===== src/rtl/stg_pkg.sv =====
package stg_pkg;

  // field and register widths
  localparam int unsigned CFG_W       = 16;
  localparam int unsigned POS_W       = 32;
  localparam int unsigned SPD_W       = 17;
  localparam int unsigned NOW_W       = 16;
  localparam int unsigned IN_DATA_W   = 48;
  localparam int unsigned IN_USER_W   = 1;
  localparam int unsigned OUT_DATA_W  = 56;
  localparam int unsigned APB_ADDR_W  = 5;
  localparam int unsigned APB_DATA_W  = 32;
  localparam int unsigned TIMER_BITS_DEF = 16;

  // shared divider: 33 bit dividend, 16 bit divisor
  localparam int unsigned DIV_DW = 33;
  localparam int unsigned DIV_VW = 16;

  // register reset values
  localparam logic [CFG_W-1:0] ACCEL_RST    = 16'd1;
  localparam logic [CFG_W-1:0] MAX_SPD_RST  = 16'd1000;
  localparam logic [CFG_W-1:0] HIGH_RST     = 16'd10;
  localparam logic [CFG_W-1:0] EXTRA_RST    = 16'd10;
  localparam logic [CFG_W-1:0] MAX_LOW_RST  = 16'hFFFF;
  localparam logic             REVERSE_RST  = 1'b0;

  typedef enum logic [2:0] {
    REG_ACCEL     = 3'd0,
    REG_MAX_SPEED = 3'd1,
    REG_HIGH      = 3'd2,
    REG_EXTRA     = 3'd3,
    REG_MAX_LOW   = 3'd4,
    REG_REVERSE   = 3'd5
  } reg_idx_e;

  typedef struct packed {
    logic [CFG_W-1:0] accel_step;
    logic [CFG_W-1:0] max_speed;
    logic [CFG_W-1:0] pulse_high_time;
    logic [CFG_W-1:0] extra_low_time;
    logic [CFG_W-1:0] max_low_time;
    logic             reverse_direction;
  } cfg_t;

  typedef struct packed {
    logic              start;
    logic [DIV_DW-1:0] dividend;
    logic [DIV_VW-1:0] divisor;
  } div_req_t;

  typedef struct packed {
    logic              done;
    logic [DIV_DW-1:0] quotient;
  } div_rsp_t;

  typedef enum logic [3:0] {
    ST_IDLE,
    ST_EVAL,
    ST_DIV_STOP,
    ST_PULSE,
    ST_MUL,
    ST_DIV_LOW_GO,
    ST_DIV_LOW,
    ST_FINISH
  } state_e;

  typedef enum logic [1:0] {
    PH_IDLE   = 2'd0,
    PH_HIGH   = 2'd1,
    PH_LOW    = 2'd2,
    PH_UNUSED = 2'd3
  } phase_e;

endpackage


===== src/rtl/stepper_trapezoid_step_generator_core.sv =====
// sequence: a poll at rest on target goes eval, finish; a plain poll eval, pulse,
//   finish; a stop distance divide sits between eval and pulse, a low time divide
//   after mul between pulse and finish; one poll at a time, the shared 33-step
//   restoring divider, tready returns once the result is in the output register
// reset: position, speed and pulse state clear to zero, registers take their
//   default values
module stepper_trapezoid_step_generator_core #(
  parameter int unsigned TIMER_BITS = stg_pkg::TIMER_BITS_DEF
) (
  input  logic                             clk_i,
  input  logic                             rst_ni,
  // apb configuration port
  input  logic                             psel,
  input  logic                             penable,
  input  logic                             pwrite,
  input  logic [stg_pkg::APB_ADDR_W-1:0]   paddr,
  input  logic [stg_pkg::APB_DATA_W-1:0]   pwdata,
  output logic [stg_pkg::APB_DATA_W-1:0]   prdata,
  output logic                             pready,
  // poll stream
  input  logic                             s_axis_tvalid,
  output logic                             s_axis_tready,
  // tdata: now_ticks[15:0], target_position[47:16]
  input  logic [stg_pkg::IN_DATA_W-1:0]    s_axis_tdata,
  // tuser: zero_position[0]
  input  logic [stg_pkg::IN_USER_W-1:0]    s_axis_tuser,
  // result stream
  output logic                             m_axis_tvalid,
  input  logic                             m_axis_tready,
  // tdata: dir_level[0], step_level[1], position[33:2], speed[50:34],
  //        arrived[51], zero fill[55:52]
  output logic [stg_pkg::OUT_DATA_W-1:0]   m_axis_tdata
);

  localparam int unsigned TW    = TIMER_BITS;
  localparam int unsigned PW    = stg_pkg::POS_W;
  localparam int unsigned SW    = stg_pkg::SPD_W;
  localparam int unsigned CW    = stg_pkg::CFG_W;
  localparam int unsigned DW    = stg_pkg::DIV_DW;

  stg_pkg::cfg_t     cfg;
  stg_pkg::div_req_t div_req;
  stg_pkg::div_rsp_t div_rsp;

  stg_pkg::state_e   state_q, state_d;
  stg_pkg::phase_e   phase_q, phase_d;
  logic signed [PW-1:0] pos_q, pos_d;
  logic signed [SW-1:0] speed_q, speed_d;
  logic              active_q, active_d;
  logic [TW-1:0]     stamp_q, stamp_d;
  logic [CW-1:0]     low_q, low_d;
  logic              dir_q, dir_d;
  logic              step_q, step_d;
  logic              out_valid_q, out_valid_d;
  logic [stg_pkg::OUT_DATA_W-1:0] out_data_q, out_data_d;

  logic [stg_pkg::NOW_W-1:0] now_q;
  logic signed [PW-1:0]      target_q;
  logic [DW-1:0]             prod_q;
  logic                      load_prod;

  logic                      accept;

  stg_regs u_regs (
    .clk_i   (clk_i),
    .rst_ni  (rst_ni),
    .psel    (psel),
    .penable (penable),
    .pwrite  (pwrite),
    .paddr   (paddr),
    .pwdata  (pwdata),
    .prdata  (prdata),
    .pready  (pready),
    .cfg_o   (cfg)
  );

  stg_div u_div (
    .clk_i  (clk_i),
    .rst_ni (rst_ni),
    .req_i  (div_req),
    .rsp_o  (div_rsp)
  );

  assign s_axis_tready = (state_q == stg_pkg::ST_IDLE);
  assign accept        = s_axis_tvalid & s_axis_tready;
  assign m_axis_tvalid = out_valid_q;
  assign m_axis_tdata  = out_data_q;

  // effective acceleration, zero acts as one
  logic [CW-1:0] a_eff;
  assign a_eff = (cfg.accel_step == '0) ? CW'(1) : cfg.accel_step;

  // distance to target and its magnitude
  logic signed [PW:0] delta;
  logic [PW:0]        dist_mag;
  logic               d_zero, d_neg, d_pos;
  assign delta    = {target_q[PW-1], target_q} - {pos_q[PW-1], pos_q};
  assign dist_mag = delta[PW] ? (PW+1)'(-delta) : delta;
  assign d_zero   = (delta == '0);
  assign d_neg    = delta[PW];
  assign d_pos    = !d_zero && !d_neg;

  // speed sign and magnitude
  logic               s_zero, s_neg, s_pos;
  logic signed [SW-1:0] speed_neg;
  logic [CW-1:0]      s_mag;
  assign s_zero    = (speed_q == '0);
  assign s_neg     = speed_q[SW-1];
  assign s_pos     = !s_zero && !s_neg;
  assign speed_neg = -speed_q;
  assign s_mag     = s_neg ? speed_neg[CW-1:0] : speed_q[CW-1:0];

  // accelerate and decelerate candidates
  logic signed [SW+1:0] s_ext, a_ext, mx_ext, sum_up, sum_dn, up_val, slow_val;
  assign s_ext  = {{2{speed_q[SW-1]}}, speed_q};
  assign a_ext  = signed'({3'b000, a_eff});
  assign mx_ext = signed'({3'b000, cfg.max_speed});
  assign sum_up = s_ext + a_ext;
  assign sum_dn = s_ext - a_ext;

  always_comb begin
    if (d_pos) begin
      up_val = (sum_up > mx_ext) ? mx_ext : sum_up;
    end else begin
      up_val = (sum_dn < -mx_ext) ? -mx_ext : sum_dn;
    end
    if (s_pos) begin
      slow_val = (sum_dn < 0) ? '0 : sum_dn;
    end else begin
      slow_val = (sum_up > 0) ? '0 : sum_up;
    end
  end

  // stop distance against remaining distance
  logic toward, stop_too_far;
  assign toward       = (!s_neg && d_pos) || (!s_pos && d_neg);
  assign stop_too_far = {16'b0, div_rsp.quotient[SW-1:0]} >= dist_mag;

  // elapsed timer ticks
  logic [31:0]   now32;
  logic [TW-1:0] now_t;
  logic [TW-1:0] elapsed;
  logic [31:0]   el32;
  assign now32   = {16'b0, now_q};
  assign now_t   = now32[TW-1:0];
  assign elapsed = now_t - stamp_q;
  assign el32    = 32'(elapsed);

  // low time product, registered before the divide
  logic [SW-1:0] lt_sum;
  logic [DW-1:0] prod_w;
  assign lt_sum = {1'b0, cfg.extra_low_time} + {1'b0, cfg.pulse_high_time};
  assign prod_w = lt_sum * cfg.max_speed;

  // low time from quotient: subtract high time, saturate, cap
  logic [DW-1:0] high_ext, lt_full;
  logic [CW-1:0] lt_cap;
  assign high_ext = {17'b0, cfg.pulse_high_time};
  assign lt_full  = (div_rsp.quotient > high_ext) ? div_rsp.quotient - high_ext : '0;
  assign lt_cap   = (lt_full > {17'b0, cfg.max_low_time}) ? cfg.max_low_time
                                                          : lt_full[CW-1:0];

  // sequencer
  always_comb begin
    state_d     = state_q;
    phase_d     = phase_q;
    pos_d       = pos_q;
    speed_d     = speed_q;
    active_d    = active_q;
    stamp_d     = stamp_q;
    low_d       = low_q;
    dir_d       = dir_q;
    step_d      = step_q;
    out_valid_d = out_valid_q && !m_axis_tready;
    out_data_d  = out_data_q;
    load_prod   = 1'b0;
    div_req.start    = 1'b0;
    div_req.dividend = {17'b0, s_mag - CW'(1)};
    div_req.divisor  = a_eff;

    case (state_q)
      stg_pkg::ST_IDLE: begin
        if (accept) begin
          if (s_axis_tuser[0]) begin
            pos_d = '0;
          end
          state_d = stg_pkg::ST_EVAL;
        end
      end

      stg_pkg::ST_EVAL: begin
        if (s_zero && d_zero) begin
          state_d = stg_pkg::ST_FINISH;
        end else if (active_q) begin
          state_d = stg_pkg::ST_PULSE;
        end else if (toward && !s_zero) begin
          div_req.start = 1'b1;
          state_d       = stg_pkg::ST_DIV_STOP;
        end else begin
          speed_d  = toward ? up_val[SW-1:0] : slow_val[SW-1:0];
          active_d = 1'b1;
          state_d  = stg_pkg::ST_PULSE;
        end
      end

      stg_pkg::ST_DIV_STOP: begin
        if (div_rsp.done) begin
          speed_d  = stop_too_far ? slow_val[SW-1:0] : up_val[SW-1:0];
          active_d = 1'b1;
          state_d  = stg_pkg::ST_PULSE;
        end
      end

      stg_pkg::ST_PULSE: begin
        state_d = stg_pkg::ST_FINISH;
        if (s_zero) begin
          active_d = 1'b0;
        end else begin
          case (phase_q)
            stg_pkg::PH_IDLE: begin
              stamp_d = now_t;
              phase_d = stg_pkg::PH_HIGH;
              dir_d   = s_pos ^ cfg.reverse_direction;
              step_d  = 1'b1;
            end
            stg_pkg::PH_HIGH: begin
              if (el32 > {16'b0, cfg.pulse_high_time}) begin
                state_d = stg_pkg::ST_MUL;
              end
            end
            stg_pkg::PH_LOW: begin
              if (el32 > {16'b0, low_q}) begin
                pos_d    = s_pos ? pos_q + 1 : pos_q - 1;
                phase_d  = stg_pkg::PH_IDLE;
                active_d = 1'b0;
              end
            end
            default: begin
              phase_d  = stg_pkg::PH_IDLE;
              step_d   = 1'b0;
              active_d = 1'b0;
            end
          endcase
        end
      end

      stg_pkg::ST_MUL: begin
        load_prod = 1'b1;
        state_d   = stg_pkg::ST_DIV_LOW_GO;
      end

      stg_pkg::ST_DIV_LOW_GO: begin
        div_req.start    = 1'b1;
        div_req.dividend = prod_q;
        div_req.divisor  = s_mag;
        state_d          = stg_pkg::ST_DIV_LOW;
      end

      stg_pkg::ST_DIV_LOW: begin
        if (div_rsp.done) begin
          stamp_d = now_t;
          phase_d = stg_pkg::PH_LOW;
          step_d  = 1'b0;
          low_d   = lt_cap;
          state_d = stg_pkg::ST_FINISH;
        end
      end

      stg_pkg::ST_FINISH: begin
        if (!out_valid_q || m_axis_tready) begin
          out_valid_d = 1'b1;
          out_data_d  = {4'b0000, (s_zero && (pos_q == target_q)), speed_q, pos_q,
                         step_q, dir_q};
          state_d     = stg_pkg::ST_IDLE;
        end
      end

      default: begin
        state_d = stg_pkg::ST_IDLE;
      end
    endcase
  end

  // control and motion state
  always_ff @(posedge clk_i or negedge rst_ni) begin
    if (!rst_ni) begin
      state_q     <= stg_pkg::ST_IDLE;
      phase_q     <= stg_pkg::PH_IDLE;
      pos_q       <= '0;
      speed_q     <= '0;
      active_q    <= 1'b0;
      stamp_q     <= '0;
      low_q       <= '0;
      dir_q       <= 1'b0;
      step_q      <= 1'b0;
      out_valid_q <= 1'b0;
    end else begin
      state_q     <= state_d;
      phase_q     <= phase_d;
      pos_q       <= pos_d;
      speed_q     <= speed_d;
      active_q    <= active_d;
      stamp_q     <= stamp_d;
      low_q       <= low_d;
      dir_q       <= dir_d;
      step_q      <= step_d;
      out_valid_q <= out_valid_d;
    end
  end

  // poll word, product and result word
  always_ff @(posedge clk_i) begin
    if (accept) begin
      now_q    <= s_axis_tdata[stg_pkg::NOW_W-1:0];
      target_q <= signed'(s_axis_tdata[stg_pkg::NOW_W +: PW]);
    end
    if (load_prod) begin
      prod_q <= prod_w;
    end
    out_data_q <= out_data_d;
  end

  // a pulse in progress always keeps the block marked active
  assert property (@(posedge clk_i) disable iff (!rst_ni)
    (phase_q != stg_pkg::PH_IDLE) |-> active_q)
    else $error("pulse phase set while pulse inactive");

  // divider results only arrive while a divide is awaited
  assert property (@(posedge clk_i) disable iff (!rst_ni)
    div_rsp.done |-> (state_q == stg_pkg::ST_DIV_STOP || state_q == stg_pkg::ST_DIV_LOW))
    else $error("divider finished outside a divide state");

  // an accepted poll blocks the next one
  assert property (@(posedge clk_i) disable iff (!rst_ni)
    accept |=> !s_axis_tready)
    else $error("poll accepted while previous poll in progress");

endmodule


===== src/rtl/stg_regs.sv =====
module stg_regs (
  input  logic                             clk_i,
  input  logic                             rst_ni,
  input  logic                             psel,
  input  logic                             penable,
  input  logic                             pwrite,
  input  logic [stg_pkg::APB_ADDR_W-1:0]   paddr,
  input  logic [stg_pkg::APB_DATA_W-1:0]   pwdata,
  output logic [stg_pkg::APB_DATA_W-1:0]   prdata,
  output logic                             pready,
  output stg_pkg::cfg_t                    cfg_o
);

  stg_pkg::cfg_t    cfg_q;
  stg_pkg::reg_idx_e idx;
  logic             wr_en;

  assign idx    = stg_pkg::reg_idx_e'(paddr[stg_pkg::APB_ADDR_W-1:2]);
  assign wr_en  = psel & penable & pwrite;
  assign pready = 1'b1;
  assign cfg_o  = cfg_q;

  // register writes
  always_ff @(posedge clk_i or negedge rst_ni) begin
    if (!rst_ni) begin
      cfg_q.accel_step        <= stg_pkg::ACCEL_RST;
      cfg_q.max_speed         <= stg_pkg::MAX_SPD_RST;
      cfg_q.pulse_high_time   <= stg_pkg::HIGH_RST;
      cfg_q.extra_low_time    <= stg_pkg::EXTRA_RST;
      cfg_q.max_low_time      <= stg_pkg::MAX_LOW_RST;
      cfg_q.reverse_direction <= stg_pkg::REVERSE_RST;
    end else if (wr_en) begin
      case (idx)
        stg_pkg::REG_ACCEL:     cfg_q.accel_step        <= pwdata[stg_pkg::CFG_W-1:0];
        stg_pkg::REG_MAX_SPEED: cfg_q.max_speed         <= pwdata[stg_pkg::CFG_W-1:0];
        stg_pkg::REG_HIGH:      cfg_q.pulse_high_time   <= pwdata[stg_pkg::CFG_W-1:0];
        stg_pkg::REG_EXTRA:     cfg_q.extra_low_time    <= pwdata[stg_pkg::CFG_W-1:0];
        stg_pkg::REG_MAX_LOW:   cfg_q.max_low_time      <= pwdata[stg_pkg::CFG_W-1:0];
        stg_pkg::REG_REVERSE:   cfg_q.reverse_direction <= pwdata[0];
        default: ;
      endcase
    end
  end

  // read back
  always_comb begin
    prdata = '0;
    case (idx)
      stg_pkg::REG_ACCEL:     prdata = 32'(cfg_q.accel_step);
      stg_pkg::REG_MAX_SPEED: prdata = 32'(cfg_q.max_speed);
      stg_pkg::REG_HIGH:      prdata = 32'(cfg_q.pulse_high_time);
      stg_pkg::REG_EXTRA:     prdata = 32'(cfg_q.extra_low_time);
      stg_pkg::REG_MAX_LOW:   prdata = 32'(cfg_q.max_low_time);
      stg_pkg::REG_REVERSE:   prdata = 32'(cfg_q.reverse_direction);
      default:                prdata = '0;
    endcase
  end

endmodule


===== src/rtl/stg_div.sv =====
module stg_div (
  input  logic              clk_i,
  input  logic              rst_ni,
  input  stg_pkg::div_req_t req_i,
  output stg_pkg::div_rsp_t rsp_o
);

  localparam int unsigned DW    = stg_pkg::DIV_DW;
  localparam int unsigned VW    = stg_pkg::DIV_VW;
  localparam int unsigned CNT_W = $clog2(DW);

  logic             busy_q;
  logic             done_q;
  logic [CNT_W-1:0] cnt_q;
  logic [VW-1:0]    rem_q;
  logic [VW-1:0]    dvs_q;
  logic [DW-1:0]    quo_q;
  logic [VW:0]      trial;
  logic [VW:0]      diff;
  logic             fits;

  // one restoring step: shift in the next dividend bit, subtract if it fits
  assign trial = {rem_q, quo_q[DW-1]};
  assign diff  = trial - {1'b0, dvs_q};
  assign fits  = trial >= {1'b0, dvs_q};

  assign rsp_o.done     = done_q;
  assign rsp_o.quotient = quo_q;

  // control
  always_ff @(posedge clk_i or negedge rst_ni) begin
    if (!rst_ni) begin
      busy_q <= 1'b0;
      done_q <= 1'b0;
      cnt_q  <= '0;
    end else begin
      done_q <= 1'b0;
      if (req_i.start) begin
        busy_q <= 1'b1;
        cnt_q  <= '0;
      end else if (busy_q) begin
        cnt_q <= cnt_q + 1'b1;
        if (cnt_q == CNT_W'(DW - 1)) begin
          busy_q <= 1'b0;
          done_q <= 1'b1;
        end
      end
    end
  end

  // datapath
  always_ff @(posedge clk_i) begin
    if (req_i.start) begin
      rem_q <= '0;
      dvs_q <= req_i.divisor;
      quo_q <= req_i.dividend;
    end else if (busy_q) begin
      rem_q <= fits ? diff[VW-1:0] : trial[VW-1:0];
      quo_q <= {quo_q[DW-2:0], fits};
    end
  end

endmodule


===== config.mk =====
export PLATFORM = sky130hd
export DESIGN_NAME = stepper_trapezoid_step_generator_core
export DESIGN_NICKNAME = d
export VERILOG_FILES = /design/src/rtl/stg_pkg.sv /design/src/rtl/stepper_trapezoid_step_generator_core.sv /design/src/rtl/stg_regs.sv /design/src/rtl/stg_div.sv
export SDC_FILE = /design/constraint.sdc
export NUM_CORES = 2
export LEC_CHECK = 0
export BUFFER_PORTS_ARGS = -buffer_cell sky130_fd_sc_hd__buf_2
export CAP_MARGIN = 20
export CORE_MARGIN = 4
export CORE_UTILIZATION = 50
export DETAILED_ROUTE_END_ITERATION = 8
export PLACE_DENSITY_LB_ADDON = 0.15
export SLEW_MARGIN = 30
export SYNTH_ARGS = -nofsm -noshare
export SYNTH_HDL_FRONTEND = slang
export SYNTH_SLANG_ARGS = --single-unit

===== constraint.sdc =====
create_clock -name clk_i -period 12.04 [get_ports clk_i]
set_input_delay 1.204 -clock clk_i [delete_from_list [all_inputs] [get_ports clk_i]]
set_output_delay 1.204 -clock clk_i [all_outputs]
set_load 0.005 [all_outputs]

* Word level (Yosys, flattened, before mapping)
Cells that the tools add are included.
** Operators by class
- $add $sub $neg :: 14
- Multipliers :: 1
- Magnitude comparators :: 10
- Equal/unequal tests :: 33
- Muxes and demuxes :: 77
- Bitwise gates (word level) :: 5
- Reductions and logical operators :: 46
** Operators by type and width (count)
- $mux 17 :: 12
- $mux 32 :: 6
- $mux 33 :: 4
- $mux 16 :: 7
- $pmux 16 s6 :: 1
- $gt 33x16->1 :: 2
- $pmux 32 s2 :: 1
- $mux 49 :: 1
- $pmux 17 s2 :: 1
- $ge 17x33->1 :: 1
- $logic_not 33->1 :: 1
- $mul 17x16->33 :: 1
- $neg 33->33 :: 1
- $sub 32x32->33 :: 1
- $sub 33x16->33 :: 1
- $add 32x2->32 const B :: 1
- $eq 32x32->1 :: 1
- $gt 16x16->1 :: 2
- $pmux 16 s2 :: 1
- $pmux 4 s8 :: 1
- $sub 16x16->16 :: 2
- $sub 32x2->32 const B :: 1
- $mux 4 :: 6
- $mux 1 :: 21
- other kinds (50) :: 109
** Storage, ports and cells
- Flip-flop bits (word level) :: 378
- Input port bits :: 93
- Output and inout bits :: 91
- Logic and storage cells :: 212

* Depth between registers and ports, before layout
- Depth in word-level cells :: 12
- Depth in mapped cells :: 41
- Depth with buffers taken out :: 41

* Cells and area by module
From an unflattened synthesis, not the netlist that was laid out.
** Second synthesis, totals
- Cells, all modules :: 4241
- Area total of the unflattened synthesis :: 38476.9 um^2
** Modules (own cells, without submodules)
- stepper_trapezoid_step_generator_core :: times used 1, cells an instance 3613, area an instance 30619.4 um^2, seq. area each 6246.0 um^2
- stg_regs :: times used 1, cells an instance 296, area an instance 4005.1 um^2, seq. area each 2060.7 um^2
- stg_div :: times used 1, cells an instance 332, area an instance 3852.4 um^2, seq. area each 1991.9 um^2

* Worst setup path before layout
Ideal clock, no wire load.
- Path kind :: reg-to-reg
- Start point :: reg u_regs.cfg_q, in the netlist u_regs.cfg_o[34]
- End point :: reg prod_q[31], data pin
- Library setup time :: 0.260 ns
- Arrival :: 8.822 ns
- Required time :: 11.780 ns
- Slack :: 2.958 ns
- Cell stages (with the launch flop) :: 41
- Path buffers :: 0
- Clock period less this slack :: 9.082 ns
- Cells stage by stage :: dfstp_2 inv_1 fa_1 nor2b_1 o21ai_0 a21boi_0 o21ai_0 a21boi_0 o21ai_0 a21boi_0 o21ai_0 a21boi_0 o21ai_0 a21boi_1 o31ai_1 o31a_1 and2_1 fa_1 [... 5 more ...] fa_1 inv_1 fa_1 inv_1 ha_1 a21o_1 a21o_1 a21o_1 a21oi_1 nor2b_1 o21ai_0 nand2b_1 a21oi_1 o31a_1 a311oi_1 o31ai_1 mux2i_1 nand2_1
** Between the ends
- Word-level cells in the longest chain between the ends :: 2
** RTL lines
- from (decl) :: line stg_regs.sv:14 : stg_pkg::cfg_t cfg_q;
- $add 16x16->17 :: line stepper_trapezoid_step_generator_core.sv:152 : assign lt_sum = {1'b0, cfg.extra_low_time} + {1'b0, cfg.pulse_high_time};
- $mul 17x16->33 :: line stepper_trapezoid_step_generator_core.sv:153 : assign prod_w = lt_sum * cfg.max_speed;
- named net prod_w[31] :: line stepper_trapezoid_step_generator_core.sv:151 : logic [DW-1:0] prod_w;
- to (signal assigned) :: line stepper_trapezoid_step_generator_core.sv:318 : prod_q <= prod_w;
- to (decl) :: line stepper_trapezoid_step_generator_core.sv:59 : logic [DW-1:0] prod_q;
The timed path passes the listed nets, and every way through them passes these cells.
A chain may end at the register's enable or synchronous reset.

* Final worst setup path
Ends and elaborated chain as after synthesis.

==> out/summary.txt <==
RSZ-0062 raised after global routing - false
Max stage delay on crit path - 0.58 ns
floorplan core area - 0.0720 mm^2
Post-DRT Antenna Nets - 0
CP Launch Type - register
Syn Area/Cell - 9.12 um^2
XOR/XNOR Fraction of Synth Area - 5.25%
Final Hold Viols - 0
WP buf/inv - 7
Final period util - 85.8%
vias in the first global route - 28578
cts bufs inserted - 46
post-DR wirelength/cell - 20.2 um
Synth top area share - 15.0%
routed via count - 28964
Hold Crit Start - u_div.rem_q[15]
Slew HR - 31.4%
worst-path maximum fanout - 10
Mapped Area - 0.0365 mm^2
Pre-antenna DRT Iters - 5
Worst Clk Skew - 0.0214 ns
Starting Density - 50.7%
Post-CTS Hold Buffers - 0
nets - 4729
post-synthesis simple-gate area fraction - 15.1%
post-route setup TNS - 0 ns
worst r2r src - u_regs.cfg_o[34]
Area contributors post-synth - edfxtp_1, ha_1, fa_1, dfrtp_1, inv_1
area grow syn2layout - 8.81%
Crit. End Element - register
outcome - finished, final reports clean
Post-synth EDFFs - 182
die outline height - 278 um
Final HPWL DP - 78400 um
Syn Inst Count - 4003
Setup CP Type - reg -> reg
ys async rst share - 47.5%
Yosys top cell by area - edfxtp_1
multiplexer share of the synthesized area - 4.67%
Yosys reg bits - 377
most frequent cell after synthesis - inv_1
max-cap violation count - 0
Yosys cell types - 96
min cycle time layout - 10.33 ns
CTS Root Cell - clkbuf_16
Required @ worst endpoint - 12.36 ns
# DRC - 0
Resized cells post-CTS - 0
largest net degree at the start of global routing - 60
htree depth - 2
Post-synth top cells - inv_1, nand2_1, ha_1
first-pass GRT wire length - 162000 um
row cnt - 98
Critical Path AT - 10.65 ns
initial antenna violation count - 3
Crit path top cell by count - fa_1
share of cells above drive strength 1 - 9.91%
vias per inst - 5.74
Sink Count - 377
Crit path max-delay family - compound AO/OA/AOI/OAI gates
Max clock buf depth - 3
Critical Path Start - u_regs.cfg_o[34]
number of setup violations in the final report - 0
post-CTS setup buffer count - 0
I/O pin cnt - 184
largest family of logic cells by synthesized area - adder cells
Slew Limit Fails - 0
worst hold slack - 0.464 ns
CTS tree - done
Clock Latency Late Sink - 0.59 ns
grt total ovfl - 0
Post-Route WL - 102000 um
Warnings, synthesis - 0
Port Buf Inserts - 144
number of DRC markers in iteration 0 - 2163
GRT Total Usage - 26.2%
Final GP Congestion - 0.929
Worst Hold Class - reg -> reg
FILL cells - 6580
Synth Area in Compound Gates - 14.8%
ys flop type - edfxtp_1
CP max-delay cell - dfstp_2
die width - 278 um
Die ar. - 0.0774 mm^2
Core Util, Final - 55.2%
post-synthesis sequential area ratio - 28.2%
post-synthesis adder-cell area fraction - 24.5%
FMAX - 96.8 MHz
worst-margin pin slew - 1.03 ns
clk slew on worst S/H paths - 0.06 ns
## metal layers
layer	up-vias	global-route usage, %	share of wire, %
met5	-	0	0
met4	0	7.17	2.9
met3	160	3.98	6.5
met2	808	42.6	46
met1	14148	36.8	44
li1	13848	-	-
## metrics by stage
| step | setup WS (ns) | area, um^2 | cells |
|---|---|---|---|
| after global routing | 0.782 | 39700 | 5038 |
| after CTS | 1.58 | 39700 | 5038 |
| after global placement | 1.74 | 38100 | 4952 |
| after detailed placement | 1.64 | 38100 | 4953 |
| final | 1.71 | 39700 | 5042 |
| after floorplan | 2.96 | 36600 | 4022 |
## placed cells by master (no fill, tap or decap), drive strengths merged, types with 130 or more instances in the layout
master and n:
inv 490, buf 187, edfxtp 182, fa 216, nor2 239, nand2 403
a21oi 187, xnor2 130, dfrtp 152, ha 369, o21ai 217
## flip-flops by register name, summed over array words and instances, names as in the netlist
signal	cells
active_q	1
dir_q	1
low_q	16
m_axis_tdata	52
m_axis_tvalid	1
now_q	16
phase_q	2
pos_q	32
prod_q	33
speed_q	17
stamp_q	16
state_q	3
step_q	1
target_q	32
u_div.busy_q	1
u_div.cnt_q	6
u_div.done_q	1
u_div.dvs_q	16
u_div.quo_q	33
u_div.rem_q	16
u_regs.cfg_o	81
## worst reg2reg max path: cells and delay by family (launching register included)
kind	cells	cell delay [ns]
compound gates	21	4.24
fa+ha+maj	8	3.75
buf+inv	7	0.76
flops	1	0.58
mux	1	0.23
simple gates	5	0.53
## final cells by class
type / instances / area, um^2 / area share [%]
inverter: 487 / 1830 / 4.60
timing repair buffer: 188 / 1080 / 2.72
clock inverter: 20 / 267 / 0.671
multi-input combinational: 2951 / 23800 / 59.8
tap: 950 / 1190 / 2.99
clock buffer: 65 / 1290 / 3.26
sequential: 377 / 10300 / 25.9
antenna: 4 / 10.0 / 0.0252
## cell families (layout without fill, tap and decap cells)
logic type | after synthesis | count (layout)
flip-flops | 377 | 377
AND/OR/NAND/NOR | 1138 | 1138
buffers and inverters | 694 | 760
multiplexers | 160 | 160
adder cells (fa/ha/maj) | 585 | 585
other | 2 | 25
AO/OA/AOI/OAI | 828 | 828
XOR/XNOR | 219 | 219
## final timing paths
kind,end,slack [ns],cells past startpoint
min in group asynchronous,speed_q[1],0.61,1
max in group asynchronous,stamp_q[9],9.57,4
worst min-delay path,u_div.rem_q[15],0.46,2
worst max-delay path,prod_q[31],1.71,42
worst max register to register,prod_q[31],1.71,42
worst min register to register,u_div.rem_q[15],0.46,2
Power is left out: the tool's default activity adds up to more than one toggle a clock period on the data nets, which glitch-free logic cannot reach.
